===== src/hdl/pwsc_lane.sv =====
// One interpolation lane: |(q - c) * 2^F + w * (c - fl)| for one channel.
module pwsc_lane #(
    parameter int FRACTION_BITS = 8,
    parameter int VW = 9
) (
    input  logic signed [VW-1:0]        q,
    input  logic signed [VW-1:0]        c,
    input  logic signed [VW-1:0]        fl,
    input  logic [FRACTION_BITS:0]      w,
    output logic [VW+FRACTION_BITS+1:0] mag
);
    localparam int RW = VW + FRACTION_BITS + 3;
    logic signed [RW-1:0] a;
    logic signed [RW-1:0] b;
    logic signed [RW-1:0] s;

    // Difference at integer pixel plus weighted bracket slope
    always_comb
    begin
        a = RW'(q - c) <<< FRACTION_BITS;
        b = RW'(c - fl) * $signed({1'b0, w});
        s = a + b;
        mag = s[RW-1] ? (VW+FRACTION_BITS+2)'(-s) : (VW+FRACTION_BITS+2)'(s);
    end
endmodule


===== config.mk =====
export PLATFORM = sky130hd
export DESIGN_NAME = pwsc_lane
export DESIGN_NICKNAME = d
export VERILOG_FILES = /design/src/hdl/pwsc_lane.sv
export SDC_FILE = /design/constraint.sdc
export NUM_CORES = 1
export LEC_CHECK = 0
export ABC_AREA = 1
export ABC_CLOCK_PERIOD_IN_PS = 8900
export BUFFER_PORTS_ARGS = -buffer_cell sky130_fd_sc_hd__buf_2
export CORE_MARGIN = 2
export CORE_UTILIZATION = 63
export DETAILED_ROUTE_END_ITERATION = 16
export PLACE_DENSITY = 0.81
export SYNTH_ARGS = -nofsm -noshare
export SYNTH_HDL_FRONTEND = slang
export SYNTH_SLANG_ARGS = --single-unit

===== constraint.sdc =====
create_clock -name vclk -period 8.9
set_input_delay 0.89 -clock vclk [all_inputs]
set_output_delay 0.89 -clock vclk [all_outputs]
set_load 0.05 [all_outputs]

==> metrics.txt, run 1 <==
# TYPE chip_impl_metric gauge
chip_impl_info{name="critical_path.most_common_cell",value="nand2_1"} 1
chip_impl_metric{name="layout_worst_path_cycle_share",unit=""} 0.946
chip_impl_metric{name="placed_cells",unit=""} 955
chip_impl_metric{name="tightest_slew",unit="ns"} 0.587
chip_impl_info{name="mostFrequentLayoutCell",value="inv_1"} 1
chip_impl_metric{name="final.fill_count",unit=""} 777
chip_impl_metric{name="setup_slack_after_placement",unit="ns"} 0.379
chip_impl_metric{name="placed_area",unit="mm2"} 0.00589
chip_impl_metric{name="rows",unit=""} 34
chip_impl_metric{name="critPathMaxFanout",unit=""} 25
chip_impl_info{name="critical_path.endpoint_type",value="output port"} 1
chip_impl_metric{name="drcViolationCount",unit=""} 0
chip_impl_info{name="largest_family_of_logic_cells_by_synthesized_area",value="adder cells"} 1
chip_impl_info{name="commonest_non_fill_non_tap_cells_in_the_layout",value="inv_1 (237), nand2_1 (169), fa_1 (89)"} 1
chip_impl_metric{name="postRouteWirelength",unit="um"} 11800
chip_impl_metric{name="fin_setup_tns",unit="ns"} 0
chip_impl_metric{name="final_antenna_net_count",unit=""} 0
chip_impl_metric{name="synth.lib_cells_used.distinct",unit=""} 34
chip_impl_metric{name="grt_pass1_vias",unit=""} 5238
chip_impl_metric{name="fraction_of_layout_instances_using_a_drive_strength_above_1",unit=""} 0.104
chip_impl_metric{name="grt_first_pass_wirelength",unit="um"} 22000
chip_impl_metric{name="fp.coreArea",unit="mm2"} 0.00859
chip_impl_metric{name="starting_density",unit=""} 0.643
chip_impl_metric{name="route.vias.total",unit=""} 4883
chip_impl_info{name="path_class",value="primary input to output port"} 1
chip_impl_metric{name="timing.max_cap.violations",unit=""} 0
chip_impl_metric{name="grt_antenna_before_repair",unit=""} 0
chip_impl_metric{name="synth_simple_gate_area_share",unit=""} 0.241
chip_impl_metric{name="first_iter_violations",unit=""} 184
chip_impl_metric{name="layout-area-overhead-vs-synth",unit="%"} 6.75
chip_impl_metric{name="synth_cells",unit=""} 798
chip_impl_metric{name="cp_data_required_time",unit="ns"} 8.01
chip_impl_metric{name="ios",unit=""} 55
chip_impl_metric{name="vias_per_cell",unit=""} 5.11
chip_impl_metric{name="timing_limited_maximum_frequency",unit="GHz"} 0.119
chip_impl_metric{name="post-route-min-period",unit="ns"} 8.42
chip_impl_metric{name="worst_ep_arrival_time",unit="ns"} 7.53
chip_impl_metric{name="synth-adder-area-share",unit=""} 0.481
chip_impl_metric{name="slew_headroom",unit=""} 0.606
chip_impl_metric{name="holdPathStages",unit=""} 4
chip_impl_metric{name="antenna-diode-count",unit=""} 0
chip_impl_info{name="setup_repair_after_global_routing_missed_its_margin",value="false"} 1
chip_impl_metric{name="nClkBuffers",unit=""} 0
chip_impl_metric{name="final-hold-violation-count",unit=""} 0
chip_impl_metric{name="ys_seq_area_frac",unit=""} 0
chip_impl_metric{name="setup-violations-final",unit=""} 0
chip_impl_metric{name="stdcell_count",unit=""} 955
chip_impl_metric{name="design.die.area",unit="mm2"} 0.00954
chip_impl_metric{name="hpwlAfterDp",unit="um"} 10800
chip_impl_metric{name="finalWeightedCongestion",unit=""} 0.921
chip_impl_info{name="worstHoldPathType",value="primary input to output port"} 1
chip_impl_metric{name="avgSynthCellArea",unit="um2"} 6.93
chip_impl_metric{name="num-nets-final",unit=""} 1044
chip_impl_metric{name="wire_per_inst",unit="um"} 12.4
chip_impl_metric{name="globalRouteTotalUtil",unit=""} 0.274
chip_impl_metric{name="synth_xor_area_frac",unit=""} 0.0593
chip_impl_info{name="critical-path-slowest-cell",value="fa_1"} 1
chip_impl_metric{name="die_width",unit="um"} 97.7
chip_impl_metric{name="post_synthesis_cell_area",unit="mm2"} 0.00553
chip_impl_metric{name="mappedNetlistNets",unit=""} 993
chip_impl_metric{name="drt-pass1-iter-count",unit=""} 5
chip_impl_metric{name="synth_compound_gate_area_share",unit=""} 0.0437
chip_impl_metric{name="final_critical_path_setup_slack",unit="ns"} 0.485
chip_impl_metric{name="port-buffer-count",unit=""} 55
chip_impl_metric{name="numSequentialCells",unit=""} 0
chip_impl_metric{name="critPathMaxStageDelay",unit="ns"} 0.55
chip_impl_metric{name="multi_input_comb_area",unit="mm2"} 0.00456
chip_impl_metric{name="synth_warnings",unit=""} 0
chip_impl_info{name="outcome",value="completed"} 1
chip_impl_metric{name="proportion_of_synthesized_area_in_mux_cells",unit=""} 0
chip_impl_metric{name="timing_max_transition_violations_final",unit=""} 0
chip_impl_metric{name="pin_count_of_the_biggest_net_entering_global_routing",unit=""} 26
chip_impl_metric{name="seqCellArea",unit="um2"} 0
chip_impl_metric{name="final_design_area_no_fill",unit="mm2"} 0.00590
chip_impl_info{name="worst_setup_path_start_kind",value="primary input"} 1
chip_impl_metric{name="globalRouteOverflowTotal",unit=""} 0
chip_impl_metric{name="die_h",unit="um"} 97.7
## through the flow
step                      utilization  hold WS, ns
after global placement          0.685         2.24
after detailed placement        0.685         2.24
final                           0.687         2.24
after floorplan                     -         2.05
after CTS                       0.685         2.25
after global routing            0.687         2.27
## cell usage after synthesis (2+ instances only)
master / number / area, um2
a21o_1: 3 / 22.5
a21oi_1: 21 / 105
clkbuf_1: 4 / 15.0
clkinv_1: 4 / 15.0
fa_1: 89 / 1780
ha_1: 70 / 876
inv_1: 237 / 890
inv_2: 2 / 7.51
nand2_1: 169 / 634
nand2_2: 12 / 75.1
nand3_1: 38 / 190
nand3_2: 3 / 30.0
nand3b_1: 2 / 15.0
nand4_1: 5 / 31.3
nor2_1: 68 / 255
nor2_2: 3 / 18.8
nor3_1: 6 / 30.0
o21a_1: 2 / 15.0
o21ai_0: 7 / 35.0
o21ai_1: 2 / 10.0
o21bai_1: 3 / 22.5
o22ai_1: 3 / 18.8
or2_2: 4 / 25.0
xnor2_1: 9 / 78.8
xnor2_2: 3 / 48.8
xor2_1: 21 / 184
## cells by family after synthesis
group                    count (synthesis)
AND/OR/NAND/NOR                        313
XOR/XNOR                                34
buffers and inverters                  250
adder cells (fa/ha/maj)                159
AO/OA/AOI/OAI                           42
## critical path, delay by kind of cell
family	cells	cell delay [ns]
buf+inv	8	0.75
fa+ha+maj	7	3.28
compound gates	6	0.91
simple gates	13	1.51
xor+xnor	1	0.16
## path summary, 6_finish.rpt
kind  from      to  slack (ns)
max   c[2]  mag[7]        0.48
min   w[0]  mag[0]        2.24
## layer usage
metal	track usage	vias up	part of all wire
li1	-	2426	-
met1	0.337	2328	0.41
met2	0.531	108	0.52
met3	0.0115	21	0.039
met4	0.0556	0	0.024
met5	0	-	0
## area by class of cell
class	count	area share
Multi-Input combinational cell	548	0.774
Timing Repair Buffer	56	0.0488
Inverter	243	0.155
Tap cell	108	0.0229
## what timing repair did
item	in CTS	in global routing
endpoints found under the setup margin	0	18
buffers inserted	0	0
endpoints found under the hold margin	0	0
hold buffers	0	0
resized for setup	0	4
Power of run 1 is left out: the tool's default activity adds up to more than one toggle a clock period on the data nets, which glitch-free logic cannot reach.
==> run 2: changes to the inputs <==
- ABC_CLOCK_PERIOD_IN_PS: 8900 -> 7800
- clock period: 8.9 -> 7.8 ns (I/O delays scaled with it)
==> run 2 against run 1 <==
The flow now finishes with violations (setup timing). Final cell count grew 7.1%. Global-route usage is 1.3 points higher. Clock-buffer cell count stayed put. Via count increased by 16%. Worst hold slack worse by 0.22 ns. Critical path depth shrank 1. Non-clock buffer count increased by 65. Setup slack worse by 0.51 ns. Design area is 20% higher. Wire length increased by 36%. Critical path type unchanged. Highest routed layer unchanged.
==> metrics.txt, run 2 (synthesis gave the netlist of run 1 again) <==
# TYPE chip_impl_metric gauge
chip_impl_info{name="outcome",value="complete, but fails checks"} 1
chip_impl_info{name="failed_checks",value="setup timing"} 1
chip_impl_metric{name="timing_limited_maximum_frequency",unit="GHz"} 0.128
chip_impl_info{name="critical-path-slowest-cell",value="fa_2"} 1
chip_impl_metric{name="final-hold-violation-count",unit=""} 0
chip_impl_metric{name="groute.layer.met3.usage",unit=""} 0.0187
chip_impl_metric{name="grt_pass1_vias",unit=""} 5419
chip_impl_metric{name="setup_slack_after_placement",unit="ns"} -0.294
chip_impl_metric{name="critical_path.n_buffers_inverters",unit=""} 10
chip_impl_metric{name="nClkBuffers",unit=""} 0
chip_impl_metric{name="fraction_of_layout_instances_using_a_drive_strength_above_1",unit=""} 0.297
chip_impl_metric{name="num-nets-final",unit=""} 1112
chip_impl_metric{name="layout-area-overhead-vs-synth",unit="%"} 28.0
chip_impl_metric{name="die_width",unit="um"} 97.7
chip_impl_metric{name="route.vias.total",unit=""} 5640
chip_impl_metric{name="design.die.area",unit="mm2"} 0.00954
chip_impl_metric{name="worst_ep_arrival_time",unit="ns"} 7.04
chip_impl_metric{name="layout_worst_path_cycle_share",unit=""} 1.00
chip_impl_metric{name="cp_data_required_time",unit="ns"} 7.02
chip_impl_metric{name="timing.max_cap.violations",unit=""} 0
chip_impl_metric{name="hpwlAfterDp",unit="um"} 11300
chip_impl_metric{name="fin_setup_tns",unit="ns"} -0.0214
chip_impl_metric{name="postCtsHoldBufs",unit=""} 0
chip_impl_metric{name="first_iter_violations",unit=""} 371
chip_impl_metric{name="drcViolationCount",unit=""} 0
chip_impl_metric{name="pin_count_of_the_biggest_net_entering_global_routing",unit=""} 26
chip_impl_metric{name="final.fill_count",unit=""} 489
chip_impl_metric{name="setup-violations-final",unit=""} 1
chip_impl_metric{name="finalWeightedCongestion",unit=""} 0.935
chip_impl_metric{name="holdPathStages",unit=""} 4
chip_impl_metric{name="utilization",unit=""} 0.823
chip_impl_metric{name="groute.layer.met1.usage",unit=""} 0.358
chip_impl_metric{name="die_h",unit="um"} 97.7
chip_impl_info{name="mostFrequentLayoutCell",value="inv_1"} 1
chip_impl_metric{name="postRouteWirelength",unit="um"} 16200
chip_impl_metric{name="final_critical_path_setup_slack",unit="ns"} -0.0214
chip_impl_metric{name="post-route-min-period",unit="ns"} 7.82
chip_impl_metric{name="grt_antenna_before_repair",unit=""} 0
chip_impl_info{name="hold-path-endpoint",value="mag[0]"} 1
chip_impl_info{name="worst_setup_path_start_kind",value="primary input"} 1
chip_impl_metric{name="critPathMaxFanout",unit=""} 8
chip_impl_metric{name="met2_demand_to_capacity_share_in_global_routing",unit=""} 0.547
chip_impl_metric{name="final.hold.worst_slack",unit="ns"} 2.02
chip_impl_metric{name="drt-pass1-iter-count",unit=""} 6
chip_impl_metric{name="antenna-diode-count",unit=""} 0
chip_impl_info{name="worstHoldPathType",value="primary input to output port"} 1
chip_impl_metric{name="starting_density",unit=""} 0.643
chip_impl_metric{name="fp.coreArea",unit="mm2"} 0.00859
chip_impl_info{name="commonest_non_fill_non_tap_cells_in_the_layout",value="inv_1 (225), nand2_1 (127), fa_1 (85)"} 1
chip_impl_metric{name="seqCellArea",unit="um2"} 0
chip_impl_info{name="setup_repair_after_global_routing_missed_its_margin",value="true"} 1
chip_impl_metric{name="port-buffer-count",unit=""} 55
chip_impl_metric{name="ios",unit=""} 55
chip_impl_metric{name="wire_per_inst",unit="um"} 15.8
chip_impl_metric{name="timing_max_transition_violations_final",unit=""} 0
chip_impl_info{name="grt.busiest_layer",value="met2"} 1
chip_impl_metric{name="grt_first_pass_wirelength",unit="um"} 23200
chip_impl_metric{name="globalRouteOverflowTotal",unit=""} 0
chip_impl_metric{name="slew_headroom",unit=""} 0.636
chip_impl_info{name="path_class",value="primary input to output port"} 1
chip_impl_metric{name="numSequentialCells",unit=""} 0
chip_impl_metric{name="vias_per_cell",unit=""} 5.51
chip_impl_metric{name="critPathMaxStageDelay",unit="ns"} 0.59
chip_impl_info{name="critical_path.endpoint_type",value="output port"} 1
chip_impl_metric{name="final_antenna_net_count",unit=""} 0
chip_impl_metric{name="tightest_slew",unit="ns"} 0.542
chip_impl_metric{name="globalRouteTotalUtil",unit=""} 0.287
chip_impl_metric{name="rows",unit=""} 34
chip_impl_info{name="critPathTopFamily",value="adder cells"} 1
chip_impl_info{name="min_from",value="w[0]"} 1
[run 2: cell types whose count changed in the layout (fill, tap and decap cells not counted), moves of 11 or more]
cell     before  now
buf_2        53   37
buf_4         1   73
ha_1         70   58
ha_4          0   11
inv_1       237  225
inv_2         2   14
nand2_1     169  127
nand2_2      12   48
nor2_1       68   50
[run 2: per-layer routing]
| metal | part of all wire | wire length, um |
|---|---|---|
| met4 | 0.043 | 692 |
| met5 | 0 | 0 |
| met1 | 0.37 | 5970 |
| met3 | 0.070 | 1140 |
| met2 | 0.52 | 8360 |
[run 2: layout make-up]
cell class	instances	area (um2)	share of cell area
Multi-Input combinational cell	551	5170	0.731
Inverter	243	912	0.129
Timing Repair Buffer	121	853	0.121
Tap cell	108	135	0.0191
[run 2: what timing repair did]
action	in CTS	in global routing
buffers inserted	0	9
endpoints found under the setup margin	18	18
resized for setup	29	139
pin swaps	1	70
gates cloned	0	3
[run 2: worst min-delay path, stage by stage]
cell	delay (ns)
buf_2	0.11
nand2_2	0.11
inv_1	0.04
buf_2	0.20
[run 2: stage by stage]
stage	cell area [um2]	cells
CTS	6410	1011
global route	7070	1023
finish	7070	1023
detailed placement	6330	1011
floorplan	5550	798
global placement	6330	1011
[run 2: worst max-delay path by stage]
stage          startpoint      end  slack, ns  depth (start not counted)
2_1_floorplan        c[0]   mag[2]       0.07                         34
4_1_cts              c[0]  mag[18]      0.004                         37
5_1_grt              c[0]  mag[18]      -0.29                         37
6_report            fl[2]  mag[18]      -0.02                         34
3_5_place_dp         c[0]   mag[7]      -0.29                         35
3_3_place_gp         c[0]  mag[16]      -0.09                         35
Power of run 2 is left out for the same reason.
==> run 3: changes to the inputs <==
- BUFFER_PORTS_ARGS: -buffer_cell sky130_fd_sc_hd__buf_2 -> default
- CORE_UTILIZATION: 63 -> 60
- DONT_BUFFER_PORTS: default -> 1
- PLACE_DENSITY: 0.81 -> 0.73
==> run 3 against run 2 <==
The run now ends clean. Critical endpoint is now mag[5]. Die area is 4.8% higher. Clock-buffer cell count stayed put. Core utilization is 9.8 points lower. Final cell count is 5.9% lower. Global-route usage is 2.9 points lower. Critical path type unchanged. Critical path depth is 1 higher. Wire length is 21% lower. Setup slack better by 0.27 ns.
==> metrics.txt, run 3 (synthesis gave the netlist of run 1 again) <==
# TYPE chip_impl_metric gauge
chip_impl_info{name="outcome",value="completed"} 1
chip_impl_metric{name="met3_wirelength",unit="um"} 650
chip_impl_metric{name="timing.max_cap.violations",unit=""} 0
chip_impl_metric{name="wire_per_inst",unit="um"} 13.3
chip_impl_info{name="worst_setup_path_start_kind",value="primary input"} 1
chip_impl_metric{name="critPathMaxFanout",unit=""} 6
chip_impl_metric{name="routed-wl-met2",unit="um"} 6430
chip_impl_info{name="mostFrequentLayoutCell",value="inv_1"} 1
chip_impl_metric{name="port-buffer-count",unit=""} 0
chip_impl_metric{name="slew_headroom",unit=""} 0.616
chip_impl_info{name="worstHoldPathType",value="primary input to output port"} 1
chip_impl_metric{name="globalRouteTotalUtil",unit=""} 0.258
chip_impl_metric{name="fraction_of_layout_instances_using_a_drive_strength_above_1",unit=""} 0.175
chip_impl_metric{name="seqCellArea",unit="um2"} 0
chip_impl_metric{name="grt_first_pass_wirelength",unit="um"} 21500
chip_impl_metric{name="num-nets-final",unit=""} 1049
chip_impl_metric{name="layout_worst_path_cycle_share",unit=""} 0.968
chip_impl_metric{name="ios",unit=""} 55
chip_impl_metric{name="rows",unit=""} 35
chip_impl_metric{name="postRouteWirelength",unit="um"} 12800
chip_impl_metric{name="pin_count_of_the_biggest_net_entering_global_routing",unit=""} 26
chip_impl_info{name="critical_path.most_common_cell",value="nand2_1"} 1
chip_impl_metric{name="hpwlAfterDp",unit="um"} 10700
chip_impl_metric{name="grt_pass1_vias",unit=""} 5014
chip_impl_metric{name="critPathMaxStageDelay",unit="ns"} 0.55
chip_impl_info{name="commonest_non_fill_non_tap_cells_in_the_layout",value="inv_1 (233), nand2_1 (161), fa_1 (86)"} 1
chip_impl_metric{name="grt_antenna_before_repair",unit=""} 0
chip_impl_metric{name="antenna-diode-count",unit=""} 0
chip_impl_metric{name="design.die.area",unit="mm2"} 0.0100
chip_impl_metric{name="cp_data_required_time",unit="ns"} 7.02
chip_impl_metric{name="numSequentialCells",unit=""} 0
chip_impl_metric{name="wl_met1",unit="um"} 5470
chip_impl_metric{name="globalRouteOverflowTotal",unit=""} 0
chip_impl_info{name="topRoutingLayerUsed",value="met4"} 1
chip_impl_info{name="path_class",value="primary input to output port"} 1
chip_impl_metric{name="starting_density",unit=""} 0.610
chip_impl_metric{name="drcViolationCount",unit=""} 0
chip_impl_metric{name="timing_limited_maximum_frequency",unit="GHz"} 0.132
chip_impl_metric{name="die_width",unit="um"} 100
chip_impl_metric{name="post-route-min-period",unit="ns"} 7.55
chip_impl_metric{name="drt-pass1-iter-count",unit=""} 5
chip_impl_info{name="critical-path-slowest-cell",value="fa_1"} 1
chip_impl_metric{name="final-hold-violation-count",unit=""} 0
chip_impl_metric{name="nClkBuffers",unit=""} 0
chip_impl_metric{name="vias_per_cell",unit=""} 5.16
chip_impl_metric{name="placed_area",unit="mm2"} 0.00618
chip_impl_metric{name="fp.coreArea",unit="mm2"} 0.00906
chip_impl_metric{name="route.vias.total",unit=""} 4966
chip_impl_metric{name="setup-violations-final",unit=""} 0
chip_impl_info{name="critical_path.endpoint_type",value="output port"} 1
chip_impl_metric{name="final_antenna_net_count",unit=""} 0
chip_impl_info{name="worst_setup_sp",value="fl[2]"} 1
chip_impl_metric{name="layout-area-overhead-vs-synth",unit="%"} 18.9
chip_impl_info{name="critPathCapture",value="mag[5]"} 1
chip_impl_metric{name="worst_ep_arrival_time",unit="ns"} 6.77
chip_impl_metric{name="timing_max_transition_violations_final",unit=""} 0
chip_impl_metric{name="finalWeightedCongestion",unit=""} 0.885
chip_impl_metric{name="final_design_area_no_fill",unit="mm2"} 0.00657
chip_impl_metric{name="die_h",unit="um"} 100
chip_impl_metric{name="first_iter_violations",unit=""} 284
chip_impl_metric{name="tightest_slew",unit="ns"} 0.573
## run 3: cell types whose count changed in the layout (fill, tap and decap cells not counted), sizes merged
cell,previous run,this run
clkbuf,1,0
buf,120,58
## run 3: repair_timing
action | in CTS | in global routing
gates cloned | 0 | 3
resized for setup | 4 | 63
buffers inserted | 3 | 4
hold buffers | 0 | 0
setup endpoints to repair | 18 | 18
pin swaps | 1 | 14
## run 3: how the worst min path moves through the flow
stage               startpoint      to  slack [ns]  depth (start not counted)
finish                    w[0]  mag[0]        1.88                          2
global route              w[0]  mag[0]        1.88                          2
CTS                       w[0]  mag[0]        1.88                          2
detailed placement        w[0]  mag[0]        1.88                          2
global placement          w[0]  mag[0]        1.87                          2
floorplan                 w[0]  mag[0]        1.83                          2
## run 3: area by class of cell
cell class                 count  area, um2
fill                         736       2490
inverter                     243        915
multi-input combinational    551       4910
timing repair buffer          58        602
tap                          111        139
## run 3: stage by stage
stage	TNS (ns)	worst slack, ns	instances	util	hold slack, ns
2_1_floorplan	0	0.0746	798	-	1.83
3_3_place_gp	0	0.0111	953	0.682	1.87
3_5_place_dp	-0.806	-0.0897	953	0.682	1.88
4_1_cts	0	0.0405	956	0.686	1.88
5_1_grt	-0.500	-0.0636	963	0.725	1.88
6_report	0	0.251	963	0.725	1.88
## run 3: worst max-delay path, delay by kind of cell
kind / cells / cell delay, ns
XOR/XNOR: 2 / 0.31
AO/OA/AOI/OAI: 3 / 0.44
adder cells (fa/ha/maj): 7 / 3.08
buffers and inverters: 9 / 0.80
AND/OR/NAND/NOR: 14 / 1.34
## run 3: routing by layer
layer / up-vias / global-route usage
met5: - / 0
met4: 0 / 0.0506
met3: 20 / 0.00836
met2: 140 / 0.476
met1: 2370 / 0.343
li1: 2436 / -
Power of run 3 is left out for the same reason.
